==> src/rtl/wgm_pkg.sv <==
// Shared types and constants for the wildcard glob matcher.
// Used by every module in rtl/; depends on nothing.
`default_nettype none

package wgm_pkg;

    localparam int MAX_PATTERN = 32;
    localparam int LEN_W       = $clog2(MAX_PATTERN + 1);
    localparam int IDX_W       = $clog2(MAX_PATTERN);
    localparam int QUEUE_DEPTH = 2;
    localparam int QPTR_W      = $clog2(QUEUE_DEPTH);
    localparam int QCNT_W      = $clog2(QUEUE_DEPTH + 1);

    localparam logic [1:0] CMD_CLEAR  = 2'd0;
    localparam logic [1:0] CMD_APPEND = 2'd1;
    localparam logic [1:0] CMD_TEXT   = 2'd2;
    localparam logic [1:0] CMD_END    = 2'd3;

    localparam logic [7:0] STAR_BYTE = 8'd42;
    localparam logic [7:0] ANY_BYTE  = 8'd63;

    typedef enum logic [1:0] {
        OP_CLEAR,
        OP_APPEND,
        OP_TEXT,
        OP_END
    } op_kind_t;

    typedef struct packed {
        op_kind_t   kind;
        logic [7:0] byte_value;
        logic       is_star;
        logic       is_any;
    } op_t;

endpackage

`default_nettype wire

==> src/rtl/wgm_front.sv <==
// Front end: accepts input words and decodes them into operations.
// Depends on wgm_pkg.
`default_nettype none

module wgm_front import wgm_pkg::*; (
    input  wire logic       aresetn,
    input  wire logic       s_valid,
    output logic            s_ready,
    input  wire logic [1:0] s_command,
    input  wire logic [7:0] s_byte_value,
    output logic            op_valid,
    input  wire logic       op_ready,
    output op_t             op
);

    op_kind_t kind;

    always_comb begin
        unique case (s_command)
            CMD_CLEAR:  kind = OP_CLEAR;
            CMD_APPEND: kind = OP_APPEND;
            CMD_TEXT:   kind = OP_TEXT;
            default:    kind = OP_END;
        endcase
    end

    assign op.kind       = kind;
    assign op.byte_value = s_byte_value;
    assign op.is_star    = (s_byte_value == STAR_BYTE);
    assign op.is_any     = (s_byte_value == ANY_BYTE);
    assign op_valid      = s_valid & aresetn;
    assign s_ready       = op_ready & aresetn;

endmodule

`default_nettype wire

==> src/rtl/wgm_queue.sv <==
// Short operation queue between front end and match engine.
// Depends on wgm_pkg.
`default_nettype none

module wgm_queue import wgm_pkg::*; (
    input  wire logic aclk,
    input  wire logic aresetn,
    input  wire logic in_valid,
    output logic      in_ready,
    input  op_t       in_op,
    output logic      out_valid,
    input  wire logic out_ready,
    output op_t       out_op
);

    op_t               entry_reg [QUEUE_DEPTH];
    logic [QPTR_W-1:0] wr_ptr_reg, wr_ptr_next;
    logic [QPTR_W-1:0] rd_ptr_reg, rd_ptr_next;
    logic [QCNT_W-1:0] count_reg, count_next;
    logic              push, pop;

    assign in_ready  = (count_reg != QCNT_W'(QUEUE_DEPTH));
    assign out_valid = (count_reg != '0);
    assign out_op    = entry_reg[rd_ptr_reg];
    assign push      = in_valid & in_ready;
    assign pop       = out_valid & out_ready;

    always_comb begin
        wr_ptr_next = wr_ptr_reg;
        rd_ptr_next = rd_ptr_reg;
        count_next  = count_reg;
        if (push) begin
            wr_ptr_next = (wr_ptr_reg == QPTR_W'(QUEUE_DEPTH - 1)) ? '0 : wr_ptr_reg + 1'b1;
        end
        if (pop) begin
            rd_ptr_next = (rd_ptr_reg == QPTR_W'(QUEUE_DEPTH - 1)) ? '0 : rd_ptr_reg + 1'b1;
        end
        if (push && !pop) begin
            count_next = count_reg + 1'b1;
        end else if (pop && !push) begin
            count_next = count_reg - 1'b1;
        end
    end

    always_ff @(posedge aclk) begin
        if (!aresetn) begin
            wr_ptr_reg <= '0;
            rd_ptr_reg <= '0;
            count_reg  <= '0;
        end else begin
            wr_ptr_reg <= wr_ptr_next;
            rd_ptr_reg <= rd_ptr_next;
            count_reg  <= count_next;
        end
    end

    always_ff @(posedge aclk) begin
        if (push) begin
            entry_reg[wr_ptr_reg] <= in_op;
        end
    end

endmodule

`default_nettype wire

==> src/rtl/wgm_back.sv <==
// Match engine: holds the pattern, steps the active-position vector,
// and drives the result register. Depends on wgm_pkg.
`default_nettype none

module wgm_back import wgm_pkg::*; (
    input  wire logic aclk,
    input  wire logic aresetn,
    input  wire logic op_valid,
    output logic      op_ready,
    input  op_t       op,
    output logic      m_valid,
    input  wire logic m_ready,
    output logic      m_matched,
    output logic      m_pattern_overflow
);

    logic [7:0]             pat_reg [MAX_PATTERN];
    logic [MAX_PATTERN-1:0] star_reg, star_next;
    logic [MAX_PATTERN-1:0] any_reg, any_next;
    logic [MAX_PATTERN-1:0] lenm_reg, lenm_next;
    logic [LEN_W-1:0]       len_reg, len_next;
    logic                   last_star_reg, last_star_next;
    logic                   ovf_reg, ovf_next;
    logic [MAX_PATTERN:0]   act_reg, act_next;
    logic                   m_valid_reg, m_valid_next;
    logic                   matched_reg, matched_next;
    logic                   povf_reg, povf_next;

    logic [MAX_PATTERN-1:0] eq_vec;
    logic [MAX_PATTERN-1:0] live_star;
    logic [MAX_PATTERN:0]   cur;
    logic [MAX_PATTERN:0]   step;
    logic                   fire;
    logic                   store_we;

    always_comb begin
        for (int i = 0; i < MAX_PATTERN; i++) begin
            eq_vec[i] = (pat_reg[i] == op.byte_value);
        end
    end

    // Repeated stars are dropped, so closure through '*' is a single shift.
    assign live_star = act_reg[MAX_PATTERN-1:0] & star_reg & lenm_reg;
    assign cur       = act_reg | {live_star, 1'b0};
    assign step      = {1'b0, cur[MAX_PATTERN-1:0] & star_reg & lenm_reg}
                     | {cur[MAX_PATTERN-1:0] & ~star_reg & lenm_reg & (any_reg | eq_vec), 1'b0};

    assign op_ready = aresetn & ((op.kind != OP_END) | ~m_valid_reg | m_ready);
    assign fire     = op_valid & op_ready;

    always_comb begin
        star_next      = star_reg;
        any_next       = any_reg;
        lenm_next      = lenm_reg;
        len_next       = len_reg;
        last_star_next = last_star_reg;
        ovf_next       = ovf_reg;
        act_next       = act_reg;
        m_valid_next   = m_valid_reg & ~m_ready;
        matched_next   = matched_reg;
        povf_next      = povf_reg;
        store_we       = 1'b0;
        if (fire) begin
            unique case (op.kind)
                OP_CLEAR: begin
                    len_next       = '0;
                    lenm_next      = '0;
                    last_star_next = 1'b0;
                    ovf_next       = 1'b0;
                    act_next       = (MAX_PATTERN+1)'(1);
                end
                OP_APPEND: begin
                    act_next = (MAX_PATTERN+1)'(1);
                    priority if (ovf_reg) begin
                        ovf_next = 1'b1;
                    end else if (op.is_star && last_star_reg) begin
                        ovf_next = 1'b0;
                    end else if (len_reg >= LEN_W'(MAX_PATTERN)) begin
                        ovf_next = 1'b1;
                    end else begin
                        store_we                = 1'b1;
                        star_next[len_reg[IDX_W-1:0]] = op.is_star;
                        any_next[len_reg[IDX_W-1:0]]  = op.is_any;
                        lenm_next[len_reg[IDX_W-1:0]] = 1'b1;
                        len_next                = len_reg + 1'b1;
                        last_star_next          = op.is_star;
                    end
                end
                OP_TEXT: begin
                    act_next = step;
                end
                OP_END: begin
                    act_next     = (MAX_PATTERN+1)'(1);
                    m_valid_next = 1'b1;
                    matched_next = cur[len_reg] & ~ovf_reg;
                    povf_next    = ovf_reg;
                end
                default: begin
                    act_next = act_reg;
                end
            endcase
        end
    end

    always_ff @(posedge aclk) begin
        if (!aresetn) begin
            lenm_reg      <= '0;
            len_reg       <= '0;
            last_star_reg <= 1'b0;
            ovf_reg       <= 1'b0;
            act_reg       <= (MAX_PATTERN+1)'(1);
            m_valid_reg   <= 1'b0;
        end else begin
            lenm_reg      <= lenm_next;
            len_reg       <= len_next;
            last_star_reg <= last_star_next;
            ovf_reg       <= ovf_next;
            act_reg       <= act_next;
            m_valid_reg   <= m_valid_next;
        end
    end

    always_ff @(posedge aclk) begin
        star_reg    <= star_next;
        any_reg     <= any_next;
        matched_reg <= matched_next;
        povf_reg    <= povf_next;
        if (store_we) begin
            pat_reg[len_reg[IDX_W-1:0]] <= op.byte_value;
        end
    end

    assign m_valid            = m_valid_reg;
    assign m_matched          = matched_reg;
    assign m_pattern_overflow = povf_reg;

endmodule

`default_nettype wire

==> src/rtl/wildcard_glob_matcher.sv <==
// Glob matcher top level: front end, operation queue, match engine.
// Throughput: one word per cycle for every command, set by the match engine's update
// of the active-position vector, while no end-of-text word waits for m_ready to take
// the last result. End-of-text results pass the operation queue and result register.
// Reset (aresetn low, synchronous): empty pattern, overflow clear, position 0 active.
// Depends on wgm_pkg, wgm_front, wgm_queue, wgm_back.
`default_nettype none

module wildcard_glob_matcher import wgm_pkg::*; (
    input  wire logic       aclk,
    input  wire logic       aresetn,
    input  wire logic       s_valid,
    output logic            s_ready,
    input  wire logic [1:0] s_command,
    input  wire logic [7:0] s_byte_value,
    output logic            m_valid,
    input  wire logic       m_ready,
    output logic            m_matched,
    output logic            m_pattern_overflow
);

    logic f_valid, f_ready;
    op_t  f_op;
    logic q_valid, q_ready;
    op_t  q_op;

    wgm_front u_front (
        .aresetn      (aresetn),
        .s_valid      (s_valid),
        .s_ready      (s_ready),
        .s_command    (s_command),
        .s_byte_value (s_byte_value),
        .op_valid     (f_valid),
        .op_ready     (f_ready),
        .op           (f_op)
    );

    wgm_queue u_queue (
        .aclk      (aclk),
        .aresetn   (aresetn),
        .in_valid  (f_valid),
        .in_ready  (f_ready),
        .in_op     (f_op),
        .out_valid (q_valid),
        .out_ready (q_ready),
        .out_op    (q_op)
    );

    wgm_back u_back (
        .aclk               (aclk),
        .aresetn            (aresetn),
        .op_valid           (q_valid),
        .op_ready           (q_ready),
        .op                 (q_op),
        .m_valid            (m_valid),
        .m_ready            (m_ready),
        .m_matched          (m_matched),
        .m_pattern_overflow (m_pattern_overflow)
    );

    a_ovf_no_match: assert property (@(posedge aclk) disable iff (!aresetn)
        m_valid |-> !(m_matched && m_pattern_overflow))
        else $error("match reported with overflowed pattern");

    a_push_fills_queue: assert property (@(posedge aclk) disable iff (!aresetn)
        (s_valid && s_ready) |=> q_valid)
        else $error("accepted word missing from queue");

    a_end_gives_result: assert property (@(posedge aclk) disable iff (!aresetn)
        (q_valid && q_ready && q_op.kind == OP_END) |=> m_valid)
        else $error("end of text gave no result");

    a_reset_clears_out: assert property (@(posedge aclk)
        !aresetn |=> !m_valid)
        else $error("result valid after reset");

endmodule

`default_nettype wire
==> config.mk <==
export PLATFORM = sky130hd
export DESIGN_NAME = wildcard_glob_matcher
export DESIGN_NICKNAME = d
export VERILOG_FILES = /design/src/rtl/wgm_pkg.sv /design/src/rtl/wgm_front.sv /design/src/rtl/wgm_queue.sv /design/src/rtl/wgm_back.sv /design/src/rtl/wildcard_glob_matcher.sv
export SDC_FILE = /design/constraint.sdc
export NUM_CORES = 1
export LEC_CHECK = 0
export BUFFER_PORTS_ARGS = -buffer_cell sky130_fd_sc_hd__buf_2
export CELL_PAD_IN_SITES_DETAIL_PLACEMENT = 0
export CELL_PAD_IN_SITES_GLOBAL_PLACEMENT = 1
export CORE_AREA = 2 2 198 200
export CTS_BUF_LIST = sky130_fd_sc_hd__clkbuf_16
export CTS_CLUSTER_DIAMETER = 120
export CTS_CLUSTER_SIZE = 24
export DETAILED_ROUTE_END_ITERATION = 8
export DIE_AREA = 0 0 200 202
export PLACE_DENSITY_LB_ADDON = 0.1
export SYNTH_ARGS = -nofsm -noshare
export SYNTH_HDL_FRONTEND = slang
export SYNTH_SLANG_ARGS = --single-unit
==> constraint.sdc <==
create_clock -name aclk -period 2.6 [get_ports aclk]
set_input_delay 0.26 -clock aclk [delete_from_list [all_inputs] [get_ports aclk]]
set_output_delay 0.26 -clock aclk [all_outputs]
set_load 0.1 [all_outputs]
# ---- After elaboration in Yosys (flattened, before gate mapping)
# Memories as Yosys holds them, arrays and structs flattened. A register that Yosys moved wholly into a read port is not among the register bits.
# Index checks and enable logic that the tools add are counted.
# W data, S select, Z words.
dict set report classes {
  eq_ne 44
  n_reduce_logical 16
  n_lt_le_gt_ge 4
  n_mux 41
  bitwise_logic 26
  n_addsub 5
}
# operator n
set op_table {}
lappend op_table {{$eq A8 B8 Y1} 32}
lappend op_table {{$and A32 B32 Y32} 7}
lappend op_table {{$mux W32} 3}
lappend op_table {{$pmux W33 S2} 1}
lappend op_table {{$bwmux W32} 2}
lappend op_table {{$or A32 B32 Y32} 2}
lappend op_table {{$pmux W32 S2} 1}
lappend op_table {{$or A32 B33 Y33} 1}
lappend op_table {{$or A33 B33 Y33} 1}
lappend op_table {{$not A32 Y32} 1}
lappend op_table {{$mux W1} 23}
lappend op_table {{$mux W6} 3}
lappend op_table {{$eq A8 B6 Y1 const B} 2}
lappend op_table {{$pmux W6 S2} 1}
lappend op_table {{$ne A2 B2 Y1 const B} 5}
lappend op_table {{$reduce_and A5 Y1} 2}
lappend op_table {{$and A1 B1 Y1} 7}
lappend op_table {{$lt A6 B7 Y1 const B} 1}
lappend op_table {{$add A6 B1 Y6 const B} 1}
lappend op_table {{$bmux W1 S6} 1}
lappend op_table {{$eq A2 B2 Y1 const B} 3}
lappend op_table {{$ge A6 B6 Y1 const B} 1}
lappend op_table {{$lt A5 B6 Y1 const B} 1}
lappend op_table {{$pmux W2 S3} 1}
lappend op_table {{16 further kinds} 33}
dict set report word_totals {
  memories 2
  register_bits 144
  word_cells 151
  output_inout_bits 4
  ram_bits 280
}
# memory words word_bits rd rd_clocked_by_memory_dff write_ports line_no
set mem_list {}
lappend mem_list {u_back.pat_reg 32 8 32 0 1 wgm_back.sv:17} ;# logic [7:0] pat_reg [MAX_PATTERN];
lappend mem_list {u_queue.entry_reg 2 12 1 1 1 wgm_queue.sv:16} ;# op_t entry_reg [QUEUE_DEPTH];

# ---- Depth between registers and ports, before layout
dict set report depth {
  word_depth 9
  ltp_mapped 11
  depth_no_buf 8
}

# ---- Modules after synthesis
# A second synthesis with hierarchy kept.
dict set report hier_totals {
  cells_unflattened 1304
  area_unflattened_um2 17849.6
}
# mod area_per_inst_um2 seq_area_each_um2 instances cells_per_inst
set by_module_without_submodules {}
lappend by_module_without_submodules {wgm_back 16631.0 11150.7 1 1226}
lappend by_module_without_submodules {wgm_queue 1103.6 820.8 1 61}
lappend by_module_without_submodules {wgm_front 115.1 0.0 1 17}

# ---- Least setup slack after synthesis
# Ideal clock, no wire load.
dict set report synth_path {
  path_kind {register -> register}
  start {reg u_queue.count_reg[0]}
  end {mem u_queue.entry_reg[0][0] (netlist name), enable pin}
  t_required_ns 2.220
  t_arrival_ns 2.888
  path_stages_with_launch 5
  slack_ns -0.668
  synth_period_minus_slack_ns 3.268
  path_buffers 0
  setup_ns 0.380
  cell_sequence {dfxtp_1 -> inv_1 -> a21oi_1 -> nand2_1 -> nor2_1}
}
dict set report synth_between {
  elab_chain_cells 4
}
# item line_no
set synth_rtl {}
lappend synth_rtl {{start, declared} wgm_queue.sv:19} ;# logic [QCNT_W-1:0] count_reg, count_next;
lappend synth_rtl {{start signal, assigned} wgm_queue.sv:53} ;# count_reg <= count_next;
lappend synth_rtl {{$ne A2 B2 Y1} wgm_queue.sv:22} ;# assign in_ready = (count_reg != QCNT_W'(QUEUE_DEPTH));
lappend synth_rtl {{$and A1 B1 Y1} wgm_queue.sv:25} ;# assign push = in_valid & in_ready;
lappend synth_rtl {{$mux W1} wgm_queue.sv:58} ;# if (push) begin
lappend synth_rtl {{$mux W1 (implied by the code)} wgm_queue.sv:59} ;# entry_reg[wr_ptr_reg] <= in_op;
lappend synth_rtl {{end, declared} wgm_queue.sv:16}
# No other way between the ends.

# ---- Final worst setup path
dict set report layout_path {
  start {reg u_back.len_reg[2]}
  end {reg u_back.matched_reg, in the netlist u_back.m_matched, data pin}
}
dict set report layout_between {
  elab_chain_cells 3
}
# item line_no
set layout_rtl {}
lappend layout_rtl {{start, declared} wgm_back.sv:21} ;# logic [LEN_W-1:0] len_reg, len_next;
lappend layout_rtl {{start signal, assigned} wgm_back.sv:115} ;# len_reg <= len_next;
lappend layout_rtl {{$bmux W1 S6} wgm_back.sv:95} ;# matched_next = cur[len_reg] & ~ovf_reg;
lappend layout_rtl {{$mux W1 (implied by the code)} wgm_back.sv:95}
lappend layout_rtl {{$and A1 B1 Y1} wgm_back.sv:95}
lappend layout_rtl {{end signal, assigned} wgm_back.sv:126} ;# matched_reg <= matched_next;
lappend layout_rtl {{end, declared} wgm_back.sv:26} ;# logic matched_reg, matched_next;
# No other way between the ends. The select of a mux whose other input is x is not followed.
# A chain may end at the register's enable or synchronous reset.

==> impl_metrics.py <==
metrics = {
    "outcome": {
        "status": "complete, no violations",
    },
    "clock_tree": {
        "post-cts-setup-buffers": 0,
        "ctsRootBufferMaster": "clkbuf_16",
        "clkLatencyLatePin_ps": 560,
        "tritoncts": "done",
        "cts_inserted_buffers": 21,
        "cts.htree.levels": 1,
        "cts.sink_count": 425,
        "cts_buffer_depth": 3,
        "cts.clk_slew.worst_paths_ps": 100,
    },
    "synthesis": {
        "synth_cell_types": 64,
        "ys_ff_latch": 425,
        "yosys.area_share.xor_xnor": 0.126,
        "netlist_instances": 1321,
        "ys_seq_area_frac": 0.662,
        "synth_area_leader_cell": "edfxtp_1",
        "synth_top_family_by_area": "XOR/XNOR gates",
        "muxShareOfSynthArea": 0.0106,
        "synth_compound_area_frac": 0.0847,
        "async_flop_share": 0,
        "syn_area_per_cell_um2": 13.7,
        "synthAdderAreaFrac": 0.00346,
        "synth-main-ff-cell": "edfxtp_1",
        "ys_top_cells_by_area": "edfxtp_1, xnor2_1, dfxtp_1",
        "netlist.area_leader.share": 0.574,
        "yosys_warnings": 0,
        "synth_nets": 1340,
        "yosys.area_share.simple": 0.0866,
        "synth_edf_count": 346,
        "netlist_area_mm2": 0.0181,
    },
    "global_routing": {
        "grt_max_degree": 49,
        "track_usage": 0.233,
        "grt_pass1_vias": 10816,
        "grt_pass1_wl_um": 69300,
        "grt_overflow_total": 0,
        "antenna_found_initial": 0,
    },
    "pwr": {
        "power_mw": 15.4,
        "leakage_nw": 6.38,
        "power_density_mw_per_mm2": 759,
        "irDropWorstVdd_mv": 0.374,
    },
    "setup_path": {
        "cp_cell_sequence": "and3b_1, a311o_1, a41oi_1, nand4_1, o41ai_1",
        "endpoint_kind": "register",
        "cp-start-kind": "register",
        "path_max_fanout": 21,
        "worstSetupPathType": "register to register",
        "worstPathRequired_ps": 2870,
        "cpPeakStageDelay_ps": 590,
        "arrival_ps": 2680,
        "crit_slowest_cell": "o41ai_1",
    },
    "timing": {
        "rsz0062_at_grt": "no",
        "max_clock_freq_mhz": 415,
        "setup_viol": 0,
        "clock_skew_ps": 27.9,
        "hold_violations": 0,
        "tns_ps": 0,
        "drv_slew": 0,
        "maxSlewHeadroom": 0.454,
        "period_share": 0.927,
        "worstMarginPinSlew_ps": 819,
        "fin_crit_ps": 2410,
    },
    "cells_and_area": {
        "area_growth_pct": 11.9,
        "multi_input_area_mm2": 0.00568,
        "drive_gt1_frac": 0.135,
        "diodes": 0,
        "final.fill_count": 3275,
        "finalNetCount": 1432,
        "seqCellArea_mm2": 0.0120,
        "largest_register_ffs": 256,
    },
    "job": {
        "maxCapViolCount": 0,
    },
    "drt": {
        "wl_per_cell_um": 23.6,
        "drt-initial-drc-count": 822,
        "drc_errors": 0,
        "firstDrtPassIters": 5,
        "vias": 11052,
        "ant_nets": 0,
        "vias_per_cell": 5.68,
        "routed_wl_um": 46000,
    },
    "die": {
        "die_area_mm2": 0.0404,
        "design.portCount": 18,
        "dieWidth_um": 200,
        "initial_core_util": 0.472,
        "core_mm2": 0.0383,
        "rows": 72,
        "chipHeight_um": 202,
    },
    "placement": {
        "globalplace.congestion": 0.850,
        "io_buffers": 17,
        "dp_hpwl_um": 28300,
    },
    "hold_path": {
        "min_path_type": "primary input to register",
    },
}
[power breakdown]
group | internal, mW | switching [mW] | total, mW
logic | 1.45 | 2.45 | 3.91
registers | 7.80 | 0.0641 | 7.87
clock network | 1.50 | 2.09 | 3.59
[area by class of cell]
class	count	area share
Clock buffer	21	0.0260
Multi-Input combinational cell	791	0.280
Clock inverter	17	0.00365
Timing Repair Buffer	137	0.0594
Inverter	37	0.00686
Sequential cell	425	0.592
Tap cell	518	0.0320
[critical path, delay by kind of cell, from the launching register on]
kind | cells | cell delay (ps)
simple gates | 2 | 470
compound gates | 3 | 1110
flops | 1 | 530
[cell families after synthesis]
logic type / after synthesis
AO/OA/AOI/OAI: 211
multiplexers: 12
flip-flops: 425
AND/OR/NAND/NOR: 303
XOR/XNOR: 260
buffers and inverters: 105
adder cells (fa/ha/maj): 5
[worst paths after layout]
kind | to | slack [ps] | startpoint | cells past startpoint
hold / removal | u_back.m_valid | 30 | m_ready | 4
hold reg to reg | u_back.act_reg[32] | 490 | u_back.act_reg[32] | 2
setup reg to reg | u_back.m_matched | 190 | u_back.len_reg[2] | 5
setup / recovery | u_back.m_matched | 190 | u_back.len_reg[2] | 5
[Yosys cell counts (4+ instances only)]
cell type	number
and3_1	12
nand4b_1	6
nand2_1	15
mux2i_2	4
nand3b_1	5
nand3_1	32
edfxtp_1	346
nor3b_1	4
a31oi_1	37
buf_6	4
a21o_1	7
nor3_1	12
nor2_1	119
a21oi_1	47
a41oi_1	10
o2bb2ai_1	15
nand4_1	6
dfxtp_1	79
a2bb2oi_1	10
o21ai_0	7
mux2i_4	4
or3b_2	4
buf_4	11
clkbuf_1	34
o32ai_1	24
buf_2	18
xnor2_1	258
nor4_1	65
a31o_2	19
or3_1	5
o22ai_1	9
ha_1	5
o211ai_1	4
nand2b_1	4
inv_1	36
[cells in the final DEF, fill, tap and decap left out, drive strengths merged, types with 35 or more instances in the layout]
cell type	n
buf	127
nor4	65
a31oi	37
inv	53
nor2	119
dfxtp	79
nand3	35
xnor2	258
edfxtp	346
a21oi	47
[stage by stage]
stage               instance area [µm²]  std cells  setup WS (ps)  hold slack, ps  utilization
floorplan                         18100       1321           9.68             359            -
global placement                  19500       1898            182             463        0.510
detailed placement                19500       1898            160             463        0.510
CTS                               20200       1946            156            18.9        0.529
global route                      20200       1946           57.2            60.5        0.529
finish                            20200       1946            190            29.6        0.529
[timing repair]
item | in CTS | in global routing
endpoints found under the setup margin | 0 | 0
hold endpoints to repair | 20 | 0
resized for setup | 0 | 0
hold buffers | 10 | 0
[routing by layer]
metal	vias to the layer above	track usage	part of all wire
li1	5107	-	-
met1	5657	0.350	0.48
met2	237	0.370	0.46
met3	51	0.0215	0.040
met4	0	0.0463	0.019
met5	-	0	0
(Power assumes the default switching activity.)
